## src/sv/sacf_pkg.sv

```systemverilog
`timescale 1ns / 1ps
// ----------------------------------------------------------------------------
// sacf_pkg
// Types and constants shared by the set-associative write-through cache.
// ----------------------------------------------------------------------------
package sacf_pkg;

  typedef enum logic [1:0] {
    OP_READ  = 2'd0,
    OP_WRITE = 2'd1,
    OP_FLUSH = 2'd2,
    OP_NOP   = 2'd3
  } op_e;

  typedef enum logic [2:0] {
    ST_CLEAR,
    ST_IDLE,
    ST_LOOKUP,
    ST_FILL,
    ST_READ,
    ST_RESULT
  } state_e;

  localparam int unsigned AGE_W   = 4;
  localparam logic [AGE_W-1:0] AGE_MAX = 4'hF;
  localparam int unsigned CNT_W   = 32;
  localparam int unsigned QDEPTH  = 2;

  typedef struct packed {
    logic [1:0]  op;
    logic [15:0] address;
    logic [7:0]  write_data;
  } in_t;

  typedef struct packed {
    logic [7:0]       read_data;
    logic             hit;
    logic [CNT_W-1:0] hit_count;
    logic [CNT_W-1:0] miss_count;
  } out_t;

  typedef struct packed {
    op_e         kind;
    logic [15:0] address;
    logic [7:0]  wdata;
  } cmd_t;

  typedef struct packed {
    logic clearing;
    logic res_valid;
  } status_t;

endpackage

```

## src/sv/sacf_front.sv

```systemverilog
`timescale 1ns / 1ps
// ----------------------------------------------------------------------------
// sacf_front
// Accepts access beats, decodes the operation and queues commands for the
// back end.
// ----------------------------------------------------------------------------
module sacf_front (
  input  logic            clk_i,
  input  logic            rst_ni,
  input  logic            push_i,
  input  sacf_pkg::in_t   req_i,
  output logic            full_o,
  input  logic            cmd_pop_i,
  output logic            cmd_valid_o,
  output sacf_pkg::cmd_t  cmd_o
);

  localparam int unsigned PTR_W = $clog2(sacf_pkg::QDEPTH);
  localparam int unsigned CNT_QW = $clog2(sacf_pkg::QDEPTH + 1);

  sacf_pkg::cmd_t    q_mem [sacf_pkg::QDEPTH];
  logic [PTR_W-1:0]  wr_ptr_q, rd_ptr_q;
  logic [CNT_QW-1:0] cnt_q;
  logic              do_push, do_pop;
  sacf_pkg::cmd_t    cmd_in;

  always_comb begin
    cmd_in.kind    = sacf_pkg::op_e'(req_i.op);
    cmd_in.address = req_i.address;
    cmd_in.wdata   = req_i.write_data;
  end

  assign full_o      = (cnt_q == CNT_QW'(sacf_pkg::QDEPTH));
  assign cmd_valid_o = (cnt_q != '0);
  assign cmd_o       = q_mem[rd_ptr_q];
  assign do_push     = push_i && !full_o;
  assign do_pop      = cmd_pop_i && cmd_valid_o;

  always_ff @(posedge clk_i) begin
    if (do_push) begin
      q_mem[wr_ptr_q] <= cmd_in;
    end
  end

  always_ff @(posedge clk_i or negedge rst_ni) begin
    if (!rst_ni) begin
      wr_ptr_q <= '0;
      rd_ptr_q <= '0;
      cnt_q    <= '0;
    end else begin
      if (do_push) begin
        wr_ptr_q <= wr_ptr_q + PTR_W'(1);
      end
      if (do_pop) begin
        rd_ptr_q <= rd_ptr_q + PTR_W'(1);
      end
      if (do_push && !do_pop) begin
        cnt_q <= cnt_q + CNT_QW'(1);
      end else if (do_pop && !do_push) begin
        cnt_q <= cnt_q - CNT_QW'(1);
      end
    end
  end

endmodule

```

## config.mk

```make
export PLATFORM = sky130hd
export DESIGN_NAME = sacf_front
export DESIGN_NICKNAME = d
export VERILOG_FILES = /design/src/sv/sacf_pkg.sv /design/src/sv/sacf_front.sv
export SDC_FILE = /design/constraint.sdc
export NUM_CORES = 1
export LEC_CHECK = 0
export ABC_CLOCK_PERIOD_IN_PS = 4000
export BUFFER_PORTS_ARGS = -buffer_cell sky130_fd_sc_hd__buf_2
export CAP_MARGIN = 20
export CORE_ASPECT_RATIO = 0.75
export CORE_UTILIZATION = 40
export DETAILED_ROUTE_END_ITERATION = 12
export GPL_TIMING_DRIVEN = 0
export PLACE_DENSITY_LB_ADDON = 0.08
export SYNTH_ARGS = -nofsm -noshare
export SYNTH_HDL_FRONTEND = slang
export SYNTH_SLANG_ARGS = --single-unit
```

## constraint.sdc

```tcl
create_clock -name clk_i -period 4 [get_ports clk_i]
set_input_delay 0.8 -clock clk_i [delete_from_list [all_inputs] [get_ports clk_i]]
set_output_delay 0.8 -clock clk_i [all_outputs]
set_load 0.01 [all_outputs]
```

Yosys cells after proc, flatten, opt, wreduce, memory -nomap -nowiden
Memories as Yosys holds them, arrays and structs flattened.
Cells that the tools add are included.
Word-level totals
  bits in registers: 4
  memory bits (writable): 52
  input bits: 30
  output and inout port bits: 28
  word-level logic and storage cells: 22
  memories: 1
Operators by class
  $add $sub $neg: 4
  eq/ne operators: 1
  mux-type cells: 4
  reduce and logical (&&, ||, !) cells: 9
Memories
  q_mem: depth 2, bits a word 26, rd ports 1, clocked after Yosys merged registers in 0, wr ports 1, line sacf_front.sv:21  | sacf_pkg::cmd_t q_mem [sacf_pkg::QDEPTH];
Operators by type and width (number)
  $logic_and 1x1->1: 4
  $mux 2: 2
  $reduce_bool 2->1: 2
  $logic_not 1->1: 3
  $add 1x1->1 const B: 2
  $add 2x1->2 const B: 1
  $eq 2x2->1 const B: 1
  $mux 1: 2
  $sub 2x1->2 const B: 1

Logic depth before layout (Yosys ltp)
  word-level depth: 7
  depth in mapped cells: 7
  depth with buffers taken out: 7

Least setup slack after synthesis
Ideal clock, no wire load.
  kind: in2reg
  from: input port push_i
  to: memory q_mem[0][0] (netlist name) (enable)
  setup time: 409 ps
  arrival: 1996 ps
  data required time: 3591 ps
  slack: 1596 ps
  cell stages on the path: 2
  buffers on the path: 0
  path through: nand2_1 > nor2_1
On the way
  cells in the longest elaborated chain, start to end: 3
RTL lines
  start: declaration: line sacf_front.sv:10  | input logic push_i,
  $logic_and 1x1->1: line sacf_front.sv:36  | assign do_push = push_i && !full_o;
  $mux 1: line sacf_front.sv:40  | if (do_push) begin
  $mux 1 (not written as such): line sacf_front.sv:41  | q_mem[wr_ptr_q] <= cmd_in;
  end: declaration: line sacf_front.sv:21
Every way passes these cells.

==> flow_summary.ini <==
[critical_path]
cp_max_fo = 10
worstPathRequired_ns = 3.20
rrSetupSlack_ns = 2.19
r2r_cells = 4
r2r_end = q_mem[0][21]$_DFFE_PP_
crit_path_end_kind = output pin
max_stage_delay_ns = 0.38
cpMaxStageDelayCell = dfrtp_1
timing.rr.start = cnt_q[0]$_DFFE_PN0P_
crit_type = register to output pin
crit_chain = buf_6 -> buf_12 -> mux2_4 -> buf_2
crit_arrival_ns = 1.42
cp-start-kind = register

[synthesis]
async_reset_ff_share_pct = 7.14
synth_adder_area_share_pct = 0.575
synth_top_family_by_area = multiplexers
ys_ff_latch = 56
synth-main-ff-cell = edfxtp_1
synth-compound-area-share_pct = 0
synth.mux.area_fraction_pct = 16.7
synth_cell_types = 16
netlist_area_mm2 = 0.00218
yosys.area_share.simple_pct = 1.67
synth_seq_area_share_pct = 76.3
avgSynthCellArea_um2 = 21.8
synthesis.nets = 131
synth_xor_area_share_pct = 2.01
yosys_warnings = 0
synth_edf_count = 52
netlist_instances = 100

[final_layout]
fillers = 432
synthToLayoutAreaGrowth_pct = 24.8
nets = 197
finish.utilization_pct = 53.6
design_area_mm2 = 0.00272
n_antenna_cell = 0
drive_gt1_share_pct = 57.5

[route]
drc = 0
ant_nets = 0
vias_per_cell = 4.37
routed_wl_um = 3220
drtIter0Drc = 42
wl_per_cell_um = 13.5
dr.pass1.iters = 3
vias = 1045

[sta]
setup_viol = 0
rsz0062_at_grt = false
hold_viol_final = 0
post-route-min-period_ns = 2.22
skew_ns = 0.00728
timing.fmax_ghz = 0.450
final-max-slew-violation-count = 0
relSlewSlack_pct = 49.1
fin_tns_setup_ns = 0
worst_slew_pin_slew_ns = 0.763
post-route-period-util_pct = 55.5

[placement]
port_buffers = 57
dp_hpwl_um = 2160
post_dp_cell_area_mm2 = 0.00261
place.gp.congestion = 0.633

[floorplanning]
io_pins = 58
dieArea_mm2 = 0.00574
die_w_um = 87.2
start_util_pct = 43.0
die_height_um = 65.9
fp-row-count = 22
fp.coreArea_mm2 = 0.00506

[global_route]
grt.total_usage_pct = 12.2
grt_max_degree = 17
first_global_vias = 1000
overflow = 0
grt_pass1_wl_um = 4960
grt_antenna_before_repair = 0

[clock_tree]
cts-root-buf = clkbuf_8
clk_pin_slew_ns = 0.09
insertion_delay_ns = 0.30
clk_path_buf_depth = 2
cts_tree = done
cts-buffers-inserted = 5
cts_resized = 0
post_cts_buffers = 0
postCtsHoldBufs = 0
h-tree-depth = 2
cts_sinks = 56

[pwr]
cellPowerDensity_mw_per_mm2 = 708
ir_drop_mv = 0.303
power_leakage_nw = 1.10

[run_status]
status = finished, final reports clean

[flow_run]
maxCapViolations = 0

[worst_hold_path]
min_path_type = input port to async pin
kinds of logic (layout without fill, tap and decap cells):
family | Yosys count | in the layout
simple gates | 7 | 7
xor+xnor | 5 | 5
fa+ha+maj | 1 | 1
mux | 26 | 26
flops | 56 | 56
buf+inv | 5 | 72
per-layer routing:
metal | up-vias | global-route usage, % | wire [um]
met2 | 34 | 18.8 | 1530
li1 | 511 | - | -
met5 | - | 0 | 0
met4 | 0 | 4.30 | 38
met3 | 5 | 5.49 | 234
met1 | 495 | 15.2 | 1410
area by class of cell:
class                   count  area, um^2  share of cell area (%)
inverters                   2        7.51                   0.276
plain buffers               3        51.3                    1.89
repair buffers             59         340                    12.5
well taps                  72        90.1                    3.32
multi-input cells          39         459                    16.9
flip-flops and latches     56        1660                    61.2
clock inverters             3        37.5                    1.38
clock buffers               5        68.8                    2.53
layout by cell type, fill, tap and decap left out, drive strengths merged:
master	Yosys	routed
buf	3	62
mux2	26	26
inv	2	2
clkinv	0	2
bufinv	0	1
xnor2	3	3
xor2	2	2
edfxtp	52	52
nand2b	1	1
ha	1	1
nor2	2	2
or2	1	1
nand2	2	2
clkbuf	0	5
and3	1	1
dfrtp	4	4
worst max-delay path, delay by kind of cell (launching register included):
family,cells,cell delay [ns]
buffers and inverters,3,0.44
DFF,1,0.38
muxes,1,0.30
registers in the layout, indices dropped and copies added, names as in the netlist:
signal / flops
q_mem: 52
cnt_q: 2
wr_ptr_q: 1
rd_ptr_q: 1
stage by stage:
step	hold slack, ns	power [W]	std cells	setup WS, ns
2_1_floorplan	0.456	0.00135	100	1.60
3_3_place_gp	0.473	0.00155	229	0.903
3_5_place_dp	0.489	0.00160	231	1.84
4_1_cts	0.276	0.00195	239	1.76
5_1_grt	0.261	0.00204	239	1.71
6_report	0.284	0.00192	239	1.78
how the worst max path moves through the flow:
stage | startpoint | to | slack [ns]
finish | rd_ptr_q$_DFFE_PN0P_ | cmd_o[7] | 1.78
CTS | rd_ptr_q$_DFFE_PN0P_ | cmd_o[7] | 1.76
detailed placement | push_i | q_mem[0][15]$_DFFE_PP_ | 1.84
global route | rd_ptr_q$_DFFE_PN0P_ | cmd_o[6] | 1.71
floorplan | push_i | q_mem[0][0]$_DFFE_PP_ | 1.60
global placement | push_i | q_mem[0][15]$_DFFE_PP_ | 0.90
synthesized netlist by cell type (2+ instances only):
library cell  number  area, um^2
buf_12             2        40.0
xnor2_1            3        26.3
mux2_4            19         285
inv_1              2        7.51
xor2_1             2        17.5
edfxtp_1          52        1560
mux2_2             7        78.8
nor2_1             2        7.51
dfrtp_1            4         100
power breakdown:
group / internal (W) / switching, W / total [W] / leakage [nW]
sequential: 0.000804 / 0.0000420 / 0.000846 / 0.530
clock: 0.000183 / 0.000167 / 0.000350 / 0.0532
combinational: 0.000393 / 0.000334 / 0.000727 / 0.515
No activity file was read; power rests on OpenSTA's default activity.
